===== src/hw/rtl/skl_pkg.sv =====
`default_nettype none

package skl_pkg;

    // Built size of the list
    localparam int DEPTH     = 16;
    localparam int KEY_WIDTH = 32;
    localparam int COUNT_W   = $clog2(DEPTH + 1);
    localparam int RANK_W    = $clog2(DEPTH);
    localparam int MODE_W    = 2;
    localparam int STATUS_W  = 2;

    // Operation codes
    localparam logic [MODE_W-1:0] MODE_INSERT = 2'd0;
    localparam logic [MODE_W-1:0] MODE_LOOKUP = 2'd1;
    localparam logic [MODE_W-1:0] MODE_REMOVE = 2'd2;

    // Status codes
    localparam logic [STATUS_W-1:0] ST_OK    = 2'd0;
    localparam logic [STATUS_W-1:0] ST_FULL  = 2'd1;
    localparam logic [STATUS_W-1:0] ST_RANGE = 2'd2;

    // Request beat
    typedef struct packed {
        logic [MODE_W-1:0]    mode;
        logic [KEY_WIDTH-1:0] key;
        logic [RANK_W-1:0]    rank;
    } skl_req_t;

    // Response beat
    typedef struct packed {
        logic [KEY_WIDTH-1:0] value;
        logic [COUNT_W-1:0]   count;
        logic [STATUS_W-1:0]  status;
    } skl_rsp_t;

    // Per-cell command for one operation
    typedef struct packed {
        logic ins_en;      // insert in progress
        logic shift_left;  // remove at or below this slot: take right neighbor
    } skl_cmd_t;

endpackage

`default_nettype wire


===== src/hw/rtl/skl_cell.sv =====
`default_nettype none

module skl_cell
    import skl_pkg::*;
(
    input  wire logic                 clk,
    input  wire skl_cmd_t             cmd,
    input  wire logic                 occupied,
    input  wire logic [KEY_WIDTH-1:0] new_key,
    input  wire logic                 left_less,
    input  wire logic [KEY_WIDTH-1:0] left_key,
    input  wire logic [KEY_WIDTH-1:0] right_key,
    output logic                      less,
    output logic [KEY_WIDTH-1:0]      key
);

    logic [KEY_WIDTH-1:0] key_reg;
    logic [KEY_WIDTH-1:0] key_next;

    // Stored key strictly below the incoming one
    assign less = occupied && (key_reg < new_key);
    assign key  = key_reg;

    // Insert: keep, take the new key at the boundary, or shift right.
    // Remove: shift left from the removed slot upward.
    always_comb
    begin
        key_next = key_reg;
        if (cmd.ins_en && !less)
        begin
            key_next = left_less ? new_key : left_key;
        end
        else if (cmd.shift_left)
        begin
            key_next = right_key;
        end
    end

    always_ff @(posedge clk)
    begin
        key_reg <= key_next;
    end

endmodule

`default_nettype wire


===== src/hw/rtl/sorted_key_list_unit.sv =====
// The response is registered and appears the cycle after its request is taken.
// Throughput: 1 request per cycle unless rsp_ready stalls; every cell compares
// and shifts in parallel; the output register refills in the cycle it drains.
// Reset: the key count and capacity (16) reset at once; the key cells have
// no reset and are read only below the count.
`default_nettype none

module sorted_key_list_unit
    import skl_pkg::*;
(
    input  wire logic         clk,
    input  wire logic         rst_n,
    input  wire logic         req_valid,
    output logic              req_ready,
    input  wire skl_req_t     req,
    output logic              rsp_valid,
    input  wire logic         rsp_ready,
    output skl_rsp_t          rsp,
    input  wire logic         cfg_we,
    input  wire logic [4:0]   cfg_wdata
);

    logic [4:0]         capacity_reg;
    logic [COUNT_W-1:0] count_reg;
    logic [COUNT_W-1:0] count_next;
    logic               rsp_valid_reg;
    skl_rsp_t           rsp_reg;
    skl_rsp_t           rsp_next;

    logic                 accept;
    logic                 is_ins;
    logic                 is_lookup;
    logic                 is_rem;
    logic                 full;
    logic                 rank_ok;
    logic [COUNT_W-1:0]   rank_ext;
    logic [KEY_WIDTH-1:0] lookup_key;

    logic                 cell_less [DEPTH];
    logic [KEY_WIDTH-1:0] cell_key  [DEPTH];
    skl_cmd_t             cell_cmd  [DEPTH];

    // Handshake: output register parts the two sides
    assign req_ready = !rsp_valid_reg || rsp_ready;
    assign accept    = req_valid && req_ready;
    assign rsp_valid = rsp_valid_reg;
    assign rsp       = rsp_reg;

    // Decode and range checks
    assign is_ins    = (req.mode == MODE_INSERT);
    assign is_lookup = (req.mode == MODE_LOOKUP);
    assign is_rem    = (req.mode == MODE_REMOVE);
    assign rank_ext  = COUNT_W'(req.rank);
    assign rank_ok   = rank_ext < count_reg;

    // Full when count reaches capacity clipped to the built depth
    always_comb
    begin
        if (capacity_reg > 5'(DEPTH))
        begin
            full = (count_reg >= COUNT_W'(DEPTH));
        end
        else
        begin
            full = (count_reg >= COUNT_W'(capacity_reg)) ||
                   (count_reg >= COUNT_W'(DEPTH));
        end
    end

    // Row of cells
    for (genvar i = 0; i < DEPTH; i++)
    begin : g_cell
        logic                 left_less_w;
        logic [KEY_WIDTH-1:0] left_key_w;
        logic [KEY_WIDTH-1:0] right_key_w;

        if (i == 0)
        begin : g_first
            assign left_less_w = 1'b1;
            assign left_key_w  = req.key;
        end
        else
        begin : g_mid
            assign left_less_w = cell_less[i-1];
            assign left_key_w  = cell_key[i-1];
        end

        if (i == DEPTH - 1)
        begin : g_last
            assign right_key_w = cell_key[i];
        end
        else
        begin : g_inner
            assign right_key_w = cell_key[i+1];
        end

        assign cell_cmd[i].ins_en     = accept && is_ins && !full;
        assign cell_cmd[i].shift_left = accept && is_rem && rank_ok &&
                                        (RANK_W'(i) >= req.rank);

        skl_cell u_cell (
            .clk       (clk),
            .cmd       (cell_cmd[i]),
            .occupied  (COUNT_W'(i) < count_reg),
            .new_key   (req.key),
            .left_less (left_less_w),
            .left_key  (left_key_w),
            .right_key (right_key_w),
            .less      (cell_less[i]),
            .key       (cell_key[i])
        );
    end

    // Lookup read: one-hot select over the cells
    always_comb
    begin
        lookup_key = '0;
        for (int i = 0; i < DEPTH; i++)
        begin
            if (req.rank == RANK_W'(i))
            begin
                lookup_key = lookup_key | cell_key[i];
            end
        end
    end

    // Response and count update
    always_comb
    begin
        count_next      = count_reg;
        rsp_next.value  = '0;
        rsp_next.status = ST_OK;
        priority if (is_ins)
        begin
            if (full)
            begin
                rsp_next.status = ST_FULL;
            end
            else
            begin
                count_next = count_reg + COUNT_W'(1);
            end
        end
        else if (is_lookup)
        begin
            if (rank_ok)
            begin
                rsp_next.value = lookup_key;
            end
            else
            begin
                rsp_next.status = ST_RANGE;
            end
        end
        else if (is_rem)
        begin
            if (rank_ok)
            begin
                count_next = count_reg - COUNT_W'(1);
            end
            else
            begin
                rsp_next.status = ST_RANGE;
            end
        end
        else
        begin
            count_next = count_reg;
        end
        rsp_next.count = count_next;
    end

    // Control state
    always_ff @(posedge clk or negedge rst_n)
    begin
        if (!rst_n)
        begin
            capacity_reg  <= 5'(DEPTH);
            count_reg     <= '0;
            rsp_valid_reg <= 1'b0;
        end
        else
        begin
            if (cfg_we)
            begin
                capacity_reg <= cfg_wdata;
            end
            if (accept)
            begin
                count_reg     <= count_next;
                rsp_valid_reg <= 1'b1;
            end
            else if (rsp_ready)
            begin
                rsp_valid_reg <= 1'b0;
            end
        end
    end

    // Response payload
    always_ff @(posedge clk)
    begin
        if (accept)
        begin
            rsp_reg <= rsp_next;
        end
    end

`ifndef SYNTHESIS
    a_count_bound: assert property (@(posedge clk) disable iff (!rst_n)
        count_reg <= COUNT_W'(DEPTH))
        else $error("key count above depth");

    a_rsp_follows: assert property (@(posedge clk) disable iff (!rst_n)
        accept |=> rsp_valid_reg && (rsp_reg.count == count_reg))
        else $error("response missing or count mismatch");

    a_count_hold: assert property (@(posedge clk) disable iff (!rst_n)
        !accept |=> $stable(count_reg))
        else $error("count changed without a request");

    a_full_no_change: assert property (@(posedge clk) disable iff (!rst_n)
        accept && is_ins && full |=> $stable(count_reg) &&
        (rsp_reg.status == ST_FULL))
        else $error("refused insert changed count");
`endif

endmodule

`default_nettype wire

===== config.mk =====
export PLATFORM = sky130hd
export DESIGN_NAME = sorted_key_list_unit
export DESIGN_NICKNAME = d
export VERILOG_FILES = /design/src/hw/rtl/skl_pkg.sv /design/src/hw/rtl/skl_cell.sv /design/src/hw/rtl/sorted_key_list_unit.sv
export SDC_FILE = /design/constraint.sdc
export NUM_CORES = 2
export LEC_CHECK = 0
export ABC_AREA = 1
export BUFFER_PORTS_ARGS = -buffer_cell sky130_fd_sc_hd__buf_2
export CAP_MARGIN = 30
export CORE_UTILIZATION = 44
export CTS_CLUSTER_SIZE = 28
export DETAILED_ROUTE_END_ITERATION = 8
export PLACE_DENSITY = 0.7
export SLEW_MARGIN = 20
export SYNTH_ARGS = -nofsm -noshare
export SYNTH_HDL_FRONTEND = slang
export SYNTH_SLANG_ARGS = --single-unit

===== constraint.sdc =====
create_clock -name clk -period 7 [get_ports clk]
set_input_delay 0.35 -clock clk [delete_from_list [all_inputs] [get_ports clk]]
set_output_delay 0.35 -clock clk [all_outputs]
set_load 0.01 [all_outputs]

; Word-level counts from Yosys, hierarchy flattened
; Index checks and enable logic that the tools add are counted.
[word_totals]
reg_bits = 562
out_inout_bits = 41
word_cells = 274
[op_classes]
n_addsub = 2
reduce_logical = 91
n_lt_le_gt_ge = 51
n_bitwise = 17
n_eq_ne = 17
n_mux = 74
[ops]
columns = op, n
row1 = $mux W32, 61
row2 = $lt A32 B32 Y1, 16
row3 = $or A32 B32 Y32, 15
row4 = $logic_and A1 B1 Y1, 52
row5 = $lt A4 B5 Y1 const A, 8
row6 = $eq A4 B4 Y1 const B, 8
row7 = $reduce_bool A2 Y1, 16
row8 = $ge A4 B4 Y1 const A, 7
row9 = $mux W5, 5
row10 = $lt A3 B5 Y1 const A, 4
row11 = $logic_not A1 Y1, 18
row12 = $eq A4 B3 Y1 const B, 4
row13 = $ge A3 B4 Y1 const A, 4
row14 = $lt A1 B5 Y1 const A, 2
row15 = $lt A2 B5 Y1 const A, 2
row16 = $eq A4 B2 Y1 const B, 2
row17 = $ge A1 B4 Y1 const A, 2
row18 = $ge A2 B4 Y1 const A, 2
row19 = $mux W2, 4
row20 = $add A5 B1 Y5 const B, 1
row21 = $ge A5 B5 Y1, 1
row22 = $ge A5 B5 Y1 const B, 1
row23 = $gt A5 B5 Y1 const B, 1
row24 = $lt A4 B5 Y1, 1
row25 = 10 further kinds, 15

; Longest topological paths before layout
[logic_depth]
depth_word = 32
ltp_mapped = 18
mapped_depth_nobuf = 16

; Modules after synthesis
; A second synthesis with hierarchy kept.
[hier_totals]
cells_unflattened = 6684
hier_area_um2 = 47772.1
[by_module_without_submodules]
columns = mod, instances, cells_each, area_per_inst_um2
row1 = skl_cell, 16, 344, 2583.7
row2 = sorted_key_list_unit, 1, 1180, 6432.4

; Worst setup path after synthesis
; No wires, ideal clock.
[synth_path]
kind = reg2reg
startpoint = register count_reg[3]
endpoint = register g_cell[8].u_cell.key_reg[0] (enable)
stages_incl_launch_ff = 11
t_arrival_ps = 4069
setup_slack_ps = 2465
path_buffers = 1
synth_period_minus_slack_ps = 4535
setup_time_ps = 466
required_time_ps = 6534
path_cell_list = dfrtp_1 > buf_4 > inv_1 > ha_1 > inv_1 > nor2_1 > a22oi_1 > nand3_1 > nor2_1 > o21ai_0 > o21ai_0
[synth_between]
elab_chain_len = 7
[synth_lines]
columns = element, line_no
row1 = start: declaration, sorted_key_list_unit.sv:24  ; logic [COUNT_W-1:0] count_reg;
row2 = start signal: assignment, sorted_key_list_unit.sv:190  ; count_reg <= count_next;
row3 = $ge A5 B5 Y1 (on tied branches), "sorted_key_list_unit.sv:65, sorted_key_list_unit.sv:61, sorted_key_list_unit.sv:66"
row4 = $logic_or A1 B1 Y1, sorted_key_list_unit.sv:65  ; full = (count_reg >= COUNT_W'(capacity_reg)) ||
row5 = $mux W1, sorted_key_list_unit.sv:59  ; if (capacity_reg > 5'(DEPTH))
row6 = $logic_not A1 Y1, sorted_key_list_unit.sv:97  ; assign cell_cmd[i].ins_en = accept && is_ins && !full;
row7 = $logic_and A1 B1 Y1, sorted_key_list_unit.sv:97
row8 = $logic_and A1 B1 Y1, skl_cell.sv:29  ; if (cmd.ins_en && !less)
row9 = $reduce_bool A2 Y1 (no line) *, --
row10 = end signal: assignment, skl_cell.sv:41  ; key_reg <= key_next;
row11 = end: declaration, skl_cell.sv:17  ; logic [KEY_WIDTH-1:0] key_reg;
; Every way passes the cells marked *; elsewhere a longest branch is shown, timed or not.
; A chain may end at the register's enable or synchronous reset.

; Worst setup path after layout
[layout_path]
startpoint = input req[35] (netlist bit)
endpoint = register g_cell[2].u_cell.key_reg[25], data pin
[layout_between]
elab_chain_len = 5
[layout_lines]
columns = element, line_no
row1 = start: declaration, sorted_key_list_unit.sv:15  ; input wire skl_req_t req,
row2 = $lt A32 B32 Y1, skl_cell.sv:21  ; assign less = occupied && (key_reg < new_key);
row3 = $logic_and A1 B1 Y1, skl_cell.sv:21
row4 = $logic_not A1 Y1, skl_cell.sv:29
row5 = $logic_and A1 B1 Y1, skl_cell.sv:29
row6 = $mux W32 *, skl_cell.sv:29
row7 = named net g_cell[2].u_cell.key_next[25], skl_cell.sv:18  ; logic [KEY_WIDTH-1:0] key_next;
row8 = end signal: assignment, skl_cell.sv:41
row9 = end: declaration, skl_cell.sv:17
; The timed path passes the listed nets; every way through them passes the cells marked *.

==> impl_metrics.toml <==
[setup_path]
crit_fanout = 34
worstReg2RegStart = "g_cell[2].u_cell.key[29]"
start_kind = "input port"
crit_family = "buffers and inverters"
end_kind = "register"
arrival_ps = 5380
crit_chain = "buf_2 -> inv_1 -> ha_1 -> nand2_1 -> nor2_1 -> nand2_1 -> nor4_1 -> nand2_1 -> buf_16 -> nand2_2 -> buf_4 -> nand2_2 -> inv_2 -> nand2_1 -> nand2_1"
worstPathRequired_ps = 7510
cp_num_buf_inv = 5
crit_top_cell = "nand2_1"
reg2reg_to = "g_cell[2].u_cell.key[25]"
crit_path_start = "req[35]"
ff2ff_path_depth = 13
critPathMaxStageDelay_ps = 700
r2r_slack_ps = 2360
path_class = "in -> reg"
slowest_stage = "inv_2"

[synthesis]
async_flop_share_pct = 1.96
yosys_register_bits = 562
synth_edf_count = 551
netlist_area_sq_um = 44400
synth_flop_cell = "edfxtp_1"
netlist_instances = 6127
syn_area_per_cell_sq_um = 7.25
synth_top_area_share_pct = 37.2
yosys.area.top_type = "edfxtp_1"
syn-num-nets = 6651
synth_area_leaders = "edfxtp_1 (37%), nand2_1 (26%), ha_1 (13%), nand3_1 (6.3%), a21oi_1 (2.8%)"
synth_cell_types = 49
ys_warn_count = 0
ys_seq_area_share_pct = 37.9

[grt]
grt_antenna_before_repair = 5
grt_usage_pct = 34.2
grt_max_degree = 65
grt_pass1_vias = 40631
grt_pass1_wl_um = 264000
overflow = 0

[route]
ant_nets = 0
vias = 44705
routedWlPerCell_um = 24.1
route.final.wire_length_um = 179000
firstDrtPassIters = 6
drt-initial-drc-count = 6943
drc = 0
viasPerCell = 6.00

[hold_path]
hold_path_startpoint = "cfg_we"
hp-class = "in -> reg"
min_path_cells = 2
min_to = "capacity_reg[1]"

[floorplan]
dieArea_sq_um = 102000
row_count = 116
io_pins = 89
start_util_pct = 44.4
coreArea_sq_um = 100000
die_x_um = 320
fp.dieH_um = 320

[power_and_ir_drop]
p_leak_nw = 23.4
ir_worst_vdd_mv = 0.197
powerDensity_nw_per_um2 = 287
p_switching_w = 0.00580
p_clk_share_pct = 27.4
comb_power_share_pct = 37.6
p_seq_share_pct = 35.0
swShare_pct = 41.7
intPower_w = 0.00810

[layout]
syn2layout_area_growth_pct = 9.06
fin_nets = 6621
final_cell_area_sq_um = 48500
most-common-layout-cells = "nand2_1 (3,112), nand3_1 (557), edfxtp_1 (551), ha_1 (476), a21oi_1 (251)"
seq_area_sq_um = 16800
final_common_cell = "nand2_1"
fillCellCount = 9838
drive_above_1_share_pct = 5.94
multi_input_area_sq_um = 25300
largest_register_ffs = 512

[clock_network]
cts_tree = "yes"
clk_latency_ps = 670
cts_buffers = 69
clock-root-buffer = "clkbuf_16"
h-tree-depth = 3
ctsResizeCount = 0
clock_sinks = 562
cts.clk_slew.worst_paths_ps = 60
clock_path_buffers = 3

[placed_design]
place_area_sq_um = 46000
dp_hpwl_um = 131000
numPortBuffers = 88
globalplace.congestion = 1.05

[timing]
relSlewSlack_pct = 26.2
hold_viol = 0
worst_pin_slew_ps = 1110
fin_worst_skew_ps = 46.1
setup_viol_count_final = 0
fin_crit_sh_pct = 69.6
final.setup.tns_ps = 0
slew_viol_final = 0
fin_crit_ps = 4870
clock.fmax_mhz = 205
rsz0062_at_grt = "no"

[run_status]
status = "completed"

[flow_run]
max_cap_violations = 0
==> synthesized netlist by cell type (5+ instances only) <==
master / number
buf_4: 8
nor4_1: 10
a221oi_1: 29
buf_1: 5
a21oi_2: 6
nand2_1: 3114
dfrtp_1: 10
a31oi_1: 8
nand4_1: 90
inv_1: 214
clkbuf_1: 191
nand3_1: 559
a41oi_1: 6
nor2_2: 5
inv_2: 17
buf_2: 87
o22ai_1: 6
nor2_1: 169
buf_6: 22
o21ai_0: 147
nor3_1: 30
a22o_1: 23
ha_1: 476
o21a_1: 11
a21o_1: 12
nand2_4: 9
o2111ai_1: 13
edfxtp_1: 551
a21oi_1: 251
clkinv_1: 5
==> power by group through the flow <==
stage | sequential, W | combinational [W] | clock [W]
2_1_floorplan | 0.00469 | 0.00359 | 0
3_3_place_gp | 0.00489 | 0.00493 | 0
3_5_place_dp | 0.00489 | 0.00504 | 0
4_1_cts | 0.00482 | 0.00507 | 0.00383
5_1_grt | 0.00488 | 0.00575 | 0.00393
6_report | 0.00486 | 0.00522 | 0.00381
==> what timing repair did <==
| action | in CTS | in global routing |
|---|---|---|
| buffers inserted | 0 | 0 |
| hold endpoints to repair | 17 | 0 |
| hold buffers | 9 | 0 |
==> cell families (layout without fill, tap and decap cells) <==
kind of cell               after synthesis  count (layout)  synth area share, %
buffers and inverters                  549             570                 5.32
and+or+nand+nor                       4006            4006                 36.4
xor gates and xnor gates                 3               3               0.0591
DFF                                    562             562                 37.9
AOI/OAI and AO/OA                      531             531                 6.94
other                                    0               3                    0
adders and majority gates              476             476                 13.4
==> routing by layer <==
metal,GRT usage [%],vias to the layer above,routed length [um]
met3,9.68,458,27700
met4,14.4,0,8080
met2,49.3,3353,73400
met1,47.7,20439,70300
li1,-,20455,-
met5,0,-,0
==> stage by stage <==
stage                     utilization [%]  hold slack, ps  setup WS (ps)  instances  total power (W)
after global routing                 48.4            29.3           1930       7448           0.0146
after detailed placement             46.0             237           1650       7313          0.00993
after global placement               45.9             234           1440       7308          0.00982
after CTS                            48.4            1.46           2310       7444           0.0137
final                                48.4            16.3           2130       7449           0.0139
after floorplan                         -            54.4           2470       6127          0.00828
==> worst max path at each step <==
stage,end,slack (ps),cells past startpoint
after detailed placement,g_cell[2].u_cell.key[25],1650,15
after global routing,g_cell[2].u_cell.key[9],1930,15
after CTS,g_cell[2].u_cell.key[25],2310,15
after floorplan,g_cell[8].u_cell.key[0],2470,10
final,g_cell[2].u_cell.key[25],2130,15
after global placement,g_cell[2].u_cell.key[26],1440,12
==> cell type report <==
type                       count  area share (%)
multi-input combinational   5016            52.3
sequential                   562            34.7
clock buffer                  89            3.94
tap                         1298            3.35
timing repair buffer         212            3.03
inverter                     236            1.83
clock inverter                33           0.808
antenna                        3          0.0155
Power figures use the tool's default switching activity.
